===== src/hw/rtl/dmxtx_pkg.sv =====
`timescale 1ns / 1ps

package dmxtx_pkg;

    localparam int MAX_CHANNELS = 512;
    localparam int COUNT_W      = 10;
    localparam int BREAK_W      = 6;
    localparam int MAB_W        = 3;
    localparam int CFG_DATA_W   = 10;
    localparam int CFG_INDEX_W  = 2;
    localparam int BIT_CNT_W    = 6;
    localparam int QUEUE_DEPTH  = 2;
    localparam int QUEUE_PTR_W  = 1;
    localparam int QUEUE_CNT_W  = 2;

    // Bit times of one 8N2 character: start, eight data, two stop
    localparam int CHAR_BITS = 11;

    localparam logic [COUNT_W-1:0] CHANNEL_COUNT_RST = COUNT_W'(MAX_CHANNELS);
    localparam logic [BREAK_W-1:0] BREAK_RST = 6'd22;
    localparam logic [BREAK_W-1:0] BREAK_MIN = 6'd22;
    localparam logic [BREAK_W-1:0] BREAK_MAX = 6'd36;
    localparam logic [MAB_W-1:0]   MAB_RST   = 3'd3;
    localparam logic [MAB_W-1:0]   MAB_MIN   = 3'd3;
    localparam logic [MAB_W-1:0]   MAB_MAX   = 3'd6;

    // Register indexes on the configuration port
    localparam logic [CFG_INDEX_W-1:0] REG_CHANNEL_COUNT = 2'd0;
    localparam logic [CFG_INDEX_W-1:0] REG_BREAK_BITS    = 2'd1;
    localparam logic [CFG_INDEX_W-1:0] REG_MAB_BITS      = 2'd2;

    // One classified item handed from the front end to the serializer
    typedef struct packed {
        logic [7:0]         value;
        logic               first;
        logic               last;
        logic [BREAK_W-1:0] brk;
        logic [MAB_W-1:0]   mab;
    } dmxtx_desc_t;

    typedef struct packed {
        logic valid;
        logic full;
    } dmxtx_qstat_t;

endpackage


===== src/hw/rtl/dmxtx_front.sv =====
`timescale 1ns / 1ps

module dmxtx_front
(
    input  logic                                  clk,
    input  logic                                  rst_n,
    input  logic                                  cfg_we,
    input  logic [dmxtx_pkg::CFG_INDEX_W-1:0]     cfg_index,
    input  logic [dmxtx_pkg::CFG_DATA_W-1:0]      cfg_data,
    input  logic                                  accept,
    input  logic [7:0]                            channel_value,
    output dmxtx_pkg::dmxtx_desc_t                desc
);

    logic [dmxtx_pkg::COUNT_W-1:0] count_cfg_reg;
    logic [dmxtx_pkg::BREAK_W-1:0] brk_cfg_reg;
    logic [dmxtx_pkg::MAB_W-1:0]   mab_cfg_reg;
    logic [dmxtx_pkg::COUNT_W-1:0] index_reg;
    logic [dmxtx_pkg::COUNT_W-1:0] index_next;
    logic [dmxtx_pkg::COUNT_W-1:0] count_eff;
    logic                          last;

    always_ff @(posedge clk or negedge rst_n)
    begin
        if (!rst_n)
        begin
            count_cfg_reg <= dmxtx_pkg::CHANNEL_COUNT_RST;
            brk_cfg_reg   <= dmxtx_pkg::BREAK_RST;
            mab_cfg_reg   <= dmxtx_pkg::MAB_RST;
            index_reg     <= '0;
        end
        else
        begin
            if (cfg_we)
            begin
                case (cfg_index)
                    dmxtx_pkg::REG_CHANNEL_COUNT:
                        count_cfg_reg <= cfg_data[dmxtx_pkg::COUNT_W-1:0];
                    dmxtx_pkg::REG_BREAK_BITS:
                        brk_cfg_reg <= cfg_data[dmxtx_pkg::BREAK_W-1:0];
                    dmxtx_pkg::REG_MAB_BITS:
                        mab_cfg_reg <= cfg_data[dmxtx_pkg::MAB_W-1:0];
                    default:
                        ;
                endcase
            end
            if (accept)
                index_reg <= index_next;
        end
    end

    // Saturate the channel count into 1..MAX_CHANNELS
    always_comb
    begin
        if (count_cfg_reg > dmxtx_pkg::COUNT_W'(dmxtx_pkg::MAX_CHANNELS))
            count_eff = dmxtx_pkg::COUNT_W'(dmxtx_pkg::MAX_CHANNELS);
        else if (count_cfg_reg == '0)
            count_eff = dmxtx_pkg::COUNT_W'(1);
        else
            count_eff = count_cfg_reg;
    end

    assign last = ({1'b0, index_reg} + 11'd1) >= {1'b0, count_eff};
    assign index_next = last ? '0 : index_reg + dmxtx_pkg::COUNT_W'(1);

    always_comb
    begin
        desc.value = channel_value;
        desc.first = (index_reg == '0);
        desc.last  = last;
        if (brk_cfg_reg < dmxtx_pkg::BREAK_MIN)
            desc.brk = dmxtx_pkg::BREAK_MIN;
        else if (brk_cfg_reg > dmxtx_pkg::BREAK_MAX)
            desc.brk = dmxtx_pkg::BREAK_MAX;
        else
            desc.brk = brk_cfg_reg;
        if (mab_cfg_reg < dmxtx_pkg::MAB_MIN)
            desc.mab = dmxtx_pkg::MAB_MIN;
        else if (mab_cfg_reg > dmxtx_pkg::MAB_MAX)
            desc.mab = dmxtx_pkg::MAB_MAX;
        else
            desc.mab = mab_cfg_reg;
    end

endmodule


===== src/hw/rtl/dmxtx_queue.sv =====
`timescale 1ns / 1ps

module dmxtx_queue
(
    input  logic                       clk,
    input  logic                       rst_n,
    input  logic                       wr,
    input  dmxtx_pkg::dmxtx_desc_t     wr_desc,
    input  logic                       rd,
    output dmxtx_pkg::dmxtx_desc_t     rd_desc,
    output dmxtx_pkg::dmxtx_qstat_t    stat
);

    dmxtx_pkg::dmxtx_desc_t             mem [dmxtx_pkg::QUEUE_DEPTH];
    logic [dmxtx_pkg::QUEUE_PTR_W-1:0]  wr_ptr_reg;
    logic [dmxtx_pkg::QUEUE_PTR_W-1:0]  rd_ptr_reg;
    logic [dmxtx_pkg::QUEUE_CNT_W-1:0]  cnt_reg;
    logic [dmxtx_pkg::QUEUE_CNT_W-1:0]  cnt_next;

    always_ff @(posedge clk)
    begin
        if (wr)
            mem[wr_ptr_reg] <= wr_desc;
    end

    assign rd_desc = mem[rd_ptr_reg];

    always_comb
    begin
        cnt_next = cnt_reg;
        if (wr && !rd)
            cnt_next = cnt_reg + dmxtx_pkg::QUEUE_CNT_W'(1);
        else if (rd && !wr)
            cnt_next = cnt_reg - dmxtx_pkg::QUEUE_CNT_W'(1);
    end

    always_ff @(posedge clk or negedge rst_n)
    begin
        if (!rst_n)
        begin
            wr_ptr_reg <= '0;
            rd_ptr_reg <= '0;
            cnt_reg    <= '0;
        end
        else
        begin
            if (wr)
                wr_ptr_reg <= wr_ptr_reg + dmxtx_pkg::QUEUE_PTR_W'(1);
            if (rd)
                rd_ptr_reg <= rd_ptr_reg + dmxtx_pkg::QUEUE_PTR_W'(1);
            cnt_reg <= cnt_next;
        end
    end

    assign stat.valid = (cnt_reg != '0);
    assign stat.full  = (cnt_reg == dmxtx_pkg::QUEUE_CNT_W'(dmxtx_pkg::QUEUE_DEPTH));

endmodule


===== src/hw/rtl/dmxtx_back.sv =====
`timescale 1ns / 1ps

module dmxtx_back
(
    input  logic                       clk,
    input  logic                       rst_n,
    input  dmxtx_pkg::dmxtx_desc_t     desc,
    input  logic                       desc_valid,
    output logic                       desc_take,
    input  logic                       pop,
    output logic                       empty,
    output logic                       line_level,
    output logic                       last_of_item,
    output logic                       frame_end,
    output logic                       busy
);

    typedef enum logic [4:0] {
        ST_IDLE  = 5'b00001,
        ST_BREAK = 5'b00010,
        ST_MAB   = 5'b00100,
        ST_SCODE = 5'b01000,
        ST_DATA  = 5'b10000
    } state_t;

    localparam logic [dmxtx_pkg::BIT_CNT_W-1:0] CHAR_END =
        dmxtx_pkg::BIT_CNT_W'(dmxtx_pkg::CHAR_BITS - 1);
    localparam logic [dmxtx_pkg::BIT_CNT_W-1:0] DATA_END = dmxtx_pkg::BIT_CNT_W'(8);

    state_t                              state_reg, state_next;
    logic [dmxtx_pkg::BIT_CNT_W-1:0]     cnt_reg, cnt_next;
    logic [7:0]                          byte_reg, byte_next;
    logic                                fend_reg, fend_next;
    logic [dmxtx_pkg::BREAK_W-1:0]       brk_reg, brk_next;
    logic [dmxtx_pkg::MAB_W-1:0]         mab_reg, mab_next;
    logic                                out_valid_reg, out_valid_next;
    logic                                line_reg, eoi_reg, efe_reg;
    logic                                advance;
    logic                                char_done;
    logic                                lvl, eoi, efe;
    logic [2:0]                          data_sel;

    assign advance   = (state_reg != ST_IDLE) && (!out_valid_reg || pop);
    assign char_done = (cnt_reg == CHAR_END);
    assign data_sel  = cnt_reg[2:0] - 3'd1;

    always_comb
    begin
        state_next = state_reg;
        cnt_next   = cnt_reg;
        byte_next  = byte_reg;
        fend_next  = fend_reg;
        brk_next   = brk_reg;
        mab_next   = mab_reg;
        lvl        = 1'b1;
        eoi        = 1'b0;
        efe        = 1'b0;
        desc_take  = 1'b0;

        case (state_reg)
            ST_IDLE:
                desc_take = desc_valid;
            ST_BREAK:
            begin
                lvl = 1'b0;
                if (advance)
                begin
                    if (cnt_reg == brk_reg - dmxtx_pkg::BREAK_W'(1))
                    begin
                        state_next = ST_MAB;
                        cnt_next   = '0;
                    end
                    else
                        cnt_next = cnt_reg + dmxtx_pkg::BIT_CNT_W'(1);
                end
            end
            ST_MAB:
            begin
                lvl = 1'b1;
                if (advance)
                begin
                    if (cnt_reg == {3'b000, mab_reg - dmxtx_pkg::MAB_W'(1)})
                    begin
                        state_next = ST_SCODE;
                        cnt_next   = '0;
                    end
                    else
                        cnt_next = cnt_reg + dmxtx_pkg::BIT_CNT_W'(1);
                end
            end
            ST_SCODE:
            begin
                // Start code is zero: only the stop bits are high
                lvl = (cnt_reg > DATA_END);
                if (advance)
                begin
                    if (char_done)
                    begin
                        state_next = ST_DATA;
                        cnt_next   = '0;
                    end
                    else
                        cnt_next = cnt_reg + dmxtx_pkg::BIT_CNT_W'(1);
                end
            end
            ST_DATA:
            begin
                if (cnt_reg == '0)
                    lvl = 1'b0;
                else if (cnt_reg <= DATA_END)
                    lvl = byte_reg[data_sel];
                else
                    lvl = 1'b1;
                eoi = char_done;
                efe = char_done && fend_reg;
                if (advance)
                begin
                    if (char_done)
                    begin
                        // chain straight into the next item when one waits
                        desc_take  = desc_valid;
                        state_next = ST_IDLE;
                    end
                    else
                        cnt_next = cnt_reg + dmxtx_pkg::BIT_CNT_W'(1);
                end
            end
            default:
                state_next = ST_IDLE;
        endcase

        if (desc_take)
        begin
            state_next = desc.first ? ST_BREAK : ST_DATA;
            cnt_next   = '0;
            byte_next  = desc.value;
            fend_next  = desc.last;
            brk_next   = desc.brk;
            mab_next   = desc.mab;
        end
    end

    always_comb
    begin
        out_valid_next = out_valid_reg;
        if (advance)
            out_valid_next = 1'b1;
        else if (pop)
            out_valid_next = 1'b0;
    end

    always_ff @(posedge clk or negedge rst_n)
    begin
        if (!rst_n)
        begin
            state_reg     <= ST_IDLE;
            out_valid_reg <= 1'b0;
        end
        else
        begin
            state_reg     <= state_next;
            out_valid_reg <= out_valid_next;
        end
    end

    always_ff @(posedge clk)
    begin
        cnt_reg  <= cnt_next;
        byte_reg <= byte_next;
        fend_reg <= fend_next;
        brk_reg  <= brk_next;
        mab_reg  <= mab_next;
        if (advance)
        begin
            line_reg <= lvl;
            eoi_reg  <= eoi;
            efe_reg  <= efe;
        end
    end

    assign empty        = !out_valid_reg;
    assign line_level   = line_reg;
    assign last_of_item = eoi_reg;
    assign frame_end    = efe_reg;
    assign busy         = (state_reg != ST_IDLE);

endmodule


===== src/hw/rtl/dmx512_frame_transmitter_core.sv =====
`timescale 1ns / 1ps

// DMX512 frame transmitter core.
// Input channel: push a channel byte on channel_value while full is low; it is
// taken at that clock edge. Result channel: while empty is low, line_level,
// last_of_item and frame_end describe one 4 us bit time of the line; pop takes it.
// Each byte yields eleven bit times (start, eight data LSB first, two stop).
// The first byte of a frame is preceded by a break, a mark after break and a
// zero start code, so it yields break + mab + 22 bit times.
// Configuration: cfg_we writes cfg_data into register cfg_index at the clock
// edge (0 channel count, 1 break bits, 2 mark after break bits); write only idle.
// Path: a taken item is written into the queue, then loaded by the serializer,
// and its first bit time is then registered for the result ports. Throughput:
// one bit time per cycle while the receiver pops; the serializer sets this.
// A two-entry queue between classifier and serializer lets the next byte be
// pushed while the current one is still going out.
// Reset clears the channel index (next byte starts a frame), the queue and the
// output valid flag, and loads 512 channels, 22 break and 3 mark bit times.
// When the receiver stalls, the current bit time holds and the serializer waits.

module dmx512_frame_transmitter_core
(
    input  logic                                  clk,
    input  logic                                  rst_n,
    input  logic                                  cfg_we,
    input  logic [dmxtx_pkg::CFG_INDEX_W-1:0]     cfg_index,
    input  logic [dmxtx_pkg::CFG_DATA_W-1:0]      cfg_data,
    input  logic                                  push,
    output logic                                  full,
    input  logic [7:0]                            channel_value,
    input  logic                                  pop,
    output logic                                  empty,
    output logic                                  line_level,
    output logic                                  last_of_item,
    output logic                                  frame_end
);

    dmxtx_pkg::dmxtx_desc_t   front_desc;
    dmxtx_pkg::dmxtx_desc_t   q_desc;
    dmxtx_pkg::dmxtx_qstat_t  q_stat;
    logic                     accept;
    logic                     q_take;
    logic                     back_busy;

    // Take an item only while the queue has room
    assign full   = q_stat.full;
    assign accept = push && !q_stat.full;

    // Classify: track the channel index, mark frame start and end, saturate timing
    dmxtx_front u_front
    (
        .clk           (clk),
        .rst_n         (rst_n),
        .cfg_we        (cfg_we),
        .cfg_index     (cfg_index),
        .cfg_data      (cfg_data),
        .accept        (accept),
        .channel_value (channel_value),
        .desc          (front_desc)
    );

    dmxtx_queue u_queue
    (
        .clk     (clk),
        .rst_n   (rst_n),
        .wr      (accept),
        .wr_desc (front_desc),
        .rd      (q_take),
        .rd_desc (q_desc),
        .stat    (q_stat)
    );

    // Serialize: one bit time per cycle into the output register while the receiver pops
    dmxtx_back u_back
    (
        .clk          (clk),
        .rst_n        (rst_n),
        .desc         (q_desc),
        .desc_valid   (q_stat.valid),
        .desc_take    (q_take),
        .pop          (pop),
        .empty        (empty),
        .line_level   (line_level),
        .last_of_item (last_of_item),
        .frame_end    (frame_end),
        .busy         (back_busy)
    );

    // Serializer takes from the queue only when it holds an item
    assert property (@(posedge clk) disable iff (!rst_n) q_take |-> q_stat.valid)
        else $error("serializer took from an empty queue");

    // An accepted item is waiting in the queue on the next cycle
    assert property (@(posedge clk) disable iff (!rst_n) accept |=> q_stat.valid)
        else $error("accepted item missing from queue");

    // Frame end only on the final bit time of an item
    assert property (@(posedge clk) disable iff (!rst_n)
        (!empty && frame_end) |-> last_of_item)
        else $error("frame end without item end");

    // The final bit time of an item is a stop bit, always high
    assert property (@(posedge clk) disable iff (!rst_n)
        (!empty && last_of_item) |-> line_level)
        else $error("item did not end on a high stop bit");

    // The serializer is never idle while an item waits in the queue
    assert property (@(posedge clk) disable iff (!rst_n)
        (q_stat.valid && !back_busy) |-> q_take)
        else $error("serializer left an item waiting");

endmodule


===== config.mk =====
export PLATFORM = sky130hd
export DESIGN_NAME = dmx512_frame_transmitter_core
export DESIGN_NICKNAME = d
export VERILOG_FILES = /design/src/hw/rtl/dmxtx_pkg.sv /design/src/hw/rtl/dmxtx_front.sv /design/src/hw/rtl/dmxtx_queue.sv /design/src/hw/rtl/dmxtx_back.sv /design/src/hw/rtl/dmx512_frame_transmitter_core.sv
export SDC_FILE = /design/constraint.sdc
export NUM_CORES = 1
export LEC_CHECK = 0
export BUFFER_PORTS_ARGS = -buffer_cell sky130_fd_sc_hd__buf_2
export CAP_MARGIN = 5
export CORE_MARGIN = 5
export CORE_UTILIZATION = 30
export CTS_CLUSTER_DIAMETER = 200
export DETAILED_ROUTE_END_ITERATION = 6
export PLACE_DENSITY = 0.56
export SKIP_CTS_REPAIR_TIMING = 1
export SYNTH_ARGS = -nofsm -noshare
export SYNTH_HDL_FRONTEND = slang
export SYNTH_SLANG_ARGS = --single-unit

===== constraint.sdc =====
create_clock -name clk -period 3.8 [get_ports clk]
set_input_delay 0.57 -clock clk [delete_from_list [all_inputs] [get_ports clk]]
set_output_delay 0.57 -clock clk [all_outputs]
set_load 0.05 [all_outputs]

==> impl_metrics.env <==
export IMPL_diodes=0
export IMPL_start_util_pct=30.46
export IMPL_clk_pin_slew_ns=0.07
export IMPL_timing_rr_start="u_front.index_reg[0]"
export IMPL_io_buffers=29
export IMPL_hp_class="in2async"
export IMPL_rows=47
export IMPL_fin_crit_sh_pct=80.42
export IMPL_yosysMostFrequentCell="edfxtp_1"
export IMPL_grt_util_all_layers_pct=9.429
export IMPL_numCtsBuffers=9
export IMPL_path_buf_inv=0
export IMPL_cellPowerDensity_nw_per_um2=717.6
export IMPL_via_per_inst=4.667
export IMPL_grt_setup_unrepaired="no"
export IMPL_peakVddDrop_mv=0.2177
export IMPL_cp_top_family="simple AND/OR/NAND/NOR gates"
export IMPL_fin_skew_ns=0.01099
export IMPL_grt_max_degree=40
export IMPL_cts_max_path_buffers=2
export IMPL_syn_area_um2=5016
export IMPL_gr_max_usage_layer="met2"
export IMPL_post_route_drc_count=0
export IMPL_grtUsageMet2_pct=14.61
export IMPL_synth_commonest_cells="edfxtp_1, mux2_2, dfrtp_1"
export IMPL_path_class="reg2reg"
export IMPL_cts_sinks=104
export IMPL_grt_overflow_total=0
export IMPL_synth_edff_count=59
export IMPL_slew_headroom_pct=38.70
export IMPL_fin_setup_tns_ns=0
export IMPL_status="complete, no violations"
export IMPL_dr_pass1_iters=4
export IMPL_routabilityCongestion=0.7731
export IMPL_crit_path_top_delay_cell="dfrtp_1"
export IMPL_num_vias=3052
export IMPL_cts_tree="yes"
export IMPL_io_pins=30
export IMPL_core_area_um2=16470
export IMPL_synth_cell_types=50
export IMPL_drv_slew=0
export IMPL_arrival_ns=3.31
export IMPL_r2r_end="u_front.index_reg[0]"
export IMPL_fmax_mhz=327.2
export IMPL_synth_seq_cells=104
export IMPL_cap_violations=0
export IMPL_r2r_slack_ns=0.74
export IMPL_crit_chain="ha_1 > and3_1 > and3_1 > nand3_1 > xnor2_1 > ha_1 > a21o_1 > a21o_1 > a31oi_1 > o21ai_1 > or3_1 > o21ai_0"
export IMPL_async_flop_share_pct=37.50
export IMPL_dp_hpwl_mm=6.123
export IMPL_routed_wl_mm=8.625
export IMPL_avgSynthCellArea_um2=12.54
export IMPL_fin_crit_ns=3.056
export IMPL_setup_viol=0
export IMPL_critical_path_required_ns=4.06
export IMPL_cp_max_fo=11
export IMPL_synth_nets=444
export IMPL_clk_latency_ns=0.35
export IMPL_finalHoldViolations=0
export IMPL_grtUsageMet3_pct=2.230
export IMPL_grtUsageMet1_pct=12.25
export IMPL_largest_register_ffs=38
export IMPL_root_buffer="clkbuf_16"
export IMPL_synthFlopType="edfxtp_1"
export IMPL_fin_nets=473
export IMPL_grt_pass1_wl_mm=14.97
export IMPL_startpoint_type="flop"
export IMPL_whs_ns=0.3602
export IMPL_tightest_slew_ns=0.9195
export IMPL_yosys_area_top_type="edfxtp_1"
export IMPL_end_kind="flop"
export IMPL_final_layout_size_suffix_gt1_share_pct=21.89
export IMPL_antenna_found_initial=0
export IMPL_p_leak_uw=0.002219
export IMPL_cpPeakStageDelay_ns=0.43
export IMPL_htreeDepth=3
export IMPL_wl_per_cell_um=13.19
export IMPL_synthCells=400
export IMPL_reg2regPathDepth=12
export IMPL_area_delta_synth_final_pct=13.42
export IMPL_synth_seq_area_share_pct=57.35
export IMPL_dr_first_iter_drc_count=205
export IMPL_ant_nets=0
export IMPL_synth_top_cell_area_share_pct=35.32
export IMPL_die_x_um=139.3
export IMPL_synth_area_leaders="edfxtp_1, dfrtp_1, mux2_2, ha_1, dfstp_2"
export IMPL_fp_dieH_um=139.3
export IMPL_yosys_warnings=0
export IMPL_fp_dieArea_um2=19410
export IMPL_grt_pass1_vias=3069
-- worst register-to-register path: stages, from the launching register on --
cell	delay [ns]
dfrtp_1	0.43
ha_1	0.25
and3_1	0.23
and3_1	0.22
nand3_1	0.10
xnor2_1	0.20
ha_1	0.27
a21o_1	0.17
a21o_1	0.19
a31oi_1	0.15
o21ai_1	0.26
or3_1	0.42
o21ai_0	0.08
-- power by group --
part / leakage, uW / switching (uW) / internal (uW) / total (uW)
registers: 0.00107 / 255 / 1620 / 1870
logic: 0.00102 / 724 / 593 / 1320
clock network: 0.000136 / 388 / 507 / 895
-- through the flow --
| step | worst slack, ns | std cells | total power (uW) | util [%] | cell area [um^2] |
|---|---|---|---|---|---|
| floorplan | 1.128 | 400 | 2905 | - | 5016 |
| global placement | 0.9129 | 638 | 3194 | 32.80 | 5400 |
| detailed placement | 0.7515 | 638 | 3249 | 32.80 | 5400 |
| CTS | 0.7306 | 654 | 4153 | 34.55 | 5689 |
| global route | 0.5294 | 654 | 4377 | 34.55 | 5689 |
| finish | 0.7441 | 654 | 4082 | 34.55 | 5689 |
-- logic make-up (layout without fill, tap and decap cells) --
kind of cell / after synthesis / count (layout) / share of synthesized area [%]
compound gates: 53 / 53 / 7.209
xor+xnor: 32 / 32 / 5.587
fa+ha+maj: 19 / 19 / 4.739
buf+inv: 33 / 67 / 2.669
flops: 104 / 104 / 57.35
mux: 42 / 42 / 9.953
simple gates: 117 / 117 / 12.50
-- how the worst max path moves through the flow --
stage                              start  cells after the start  slack (ns)                   end
finish              u_front.index_reg[0]                     12        0.74  u_front.index_reg[0]
global route        u_front.index_reg[0]                     12        0.53  u_front.index_reg[0]
CTS                 u_front.index_reg[0]                     12        0.73  u_front.index_reg[0]
detailed placement  u_front.index_reg[0]                     12        0.75  u_front.index_reg[0]
global placement    u_front.index_reg[0]                     12        0.91  u_front.index_reg[0]
floorplan           u_front.index_reg[0]                     12        1.13  u_front.index_reg[0]
-- layout make-up --
cell class                      instances  area (um^2)
Clock buffer                           10        229.0
Clock inverter                          6        60.06
Fill cell                            1625        10780
Inverter                               18        67.56
Multi-Input combinational cell        263         2006
Sequential cell                       104         2877
Tap cell                              220        275.3
Timing Repair Buffer                   33        175.2
-- cells in the final DEF, fill, tap and decap left out, drive strengths merged, types with 3 or more instances in the layout --
cell    instances
edfxtp         59
mux2           37
buf            33
dfrtp          32
nand2          29
xnor2          19
ha             19
nor2           17
inv            17
a21oi          14
o21ai          14
xor2           13
nand2b         10
nor3           10
clkbuf         10
and3            7
nand3b          7
nand3           7
dfstp           7
dfxtp           6
nor4            5
a21o            5
nor3b           4
nor2b           4
nand4           4
clkinv          4
and2            3
a31oi           3
o22ai           3
or3             3
mux2i           3
or4             3
-- metal layers --
layer  up-vias  share of wire, %
li1       1513                 -
met1      1483                47
met2        40                47
met3        16               2.9
met4         0               2.6
met5         -                 0
No activity file was read; power rests on OpenSTA's default activity.
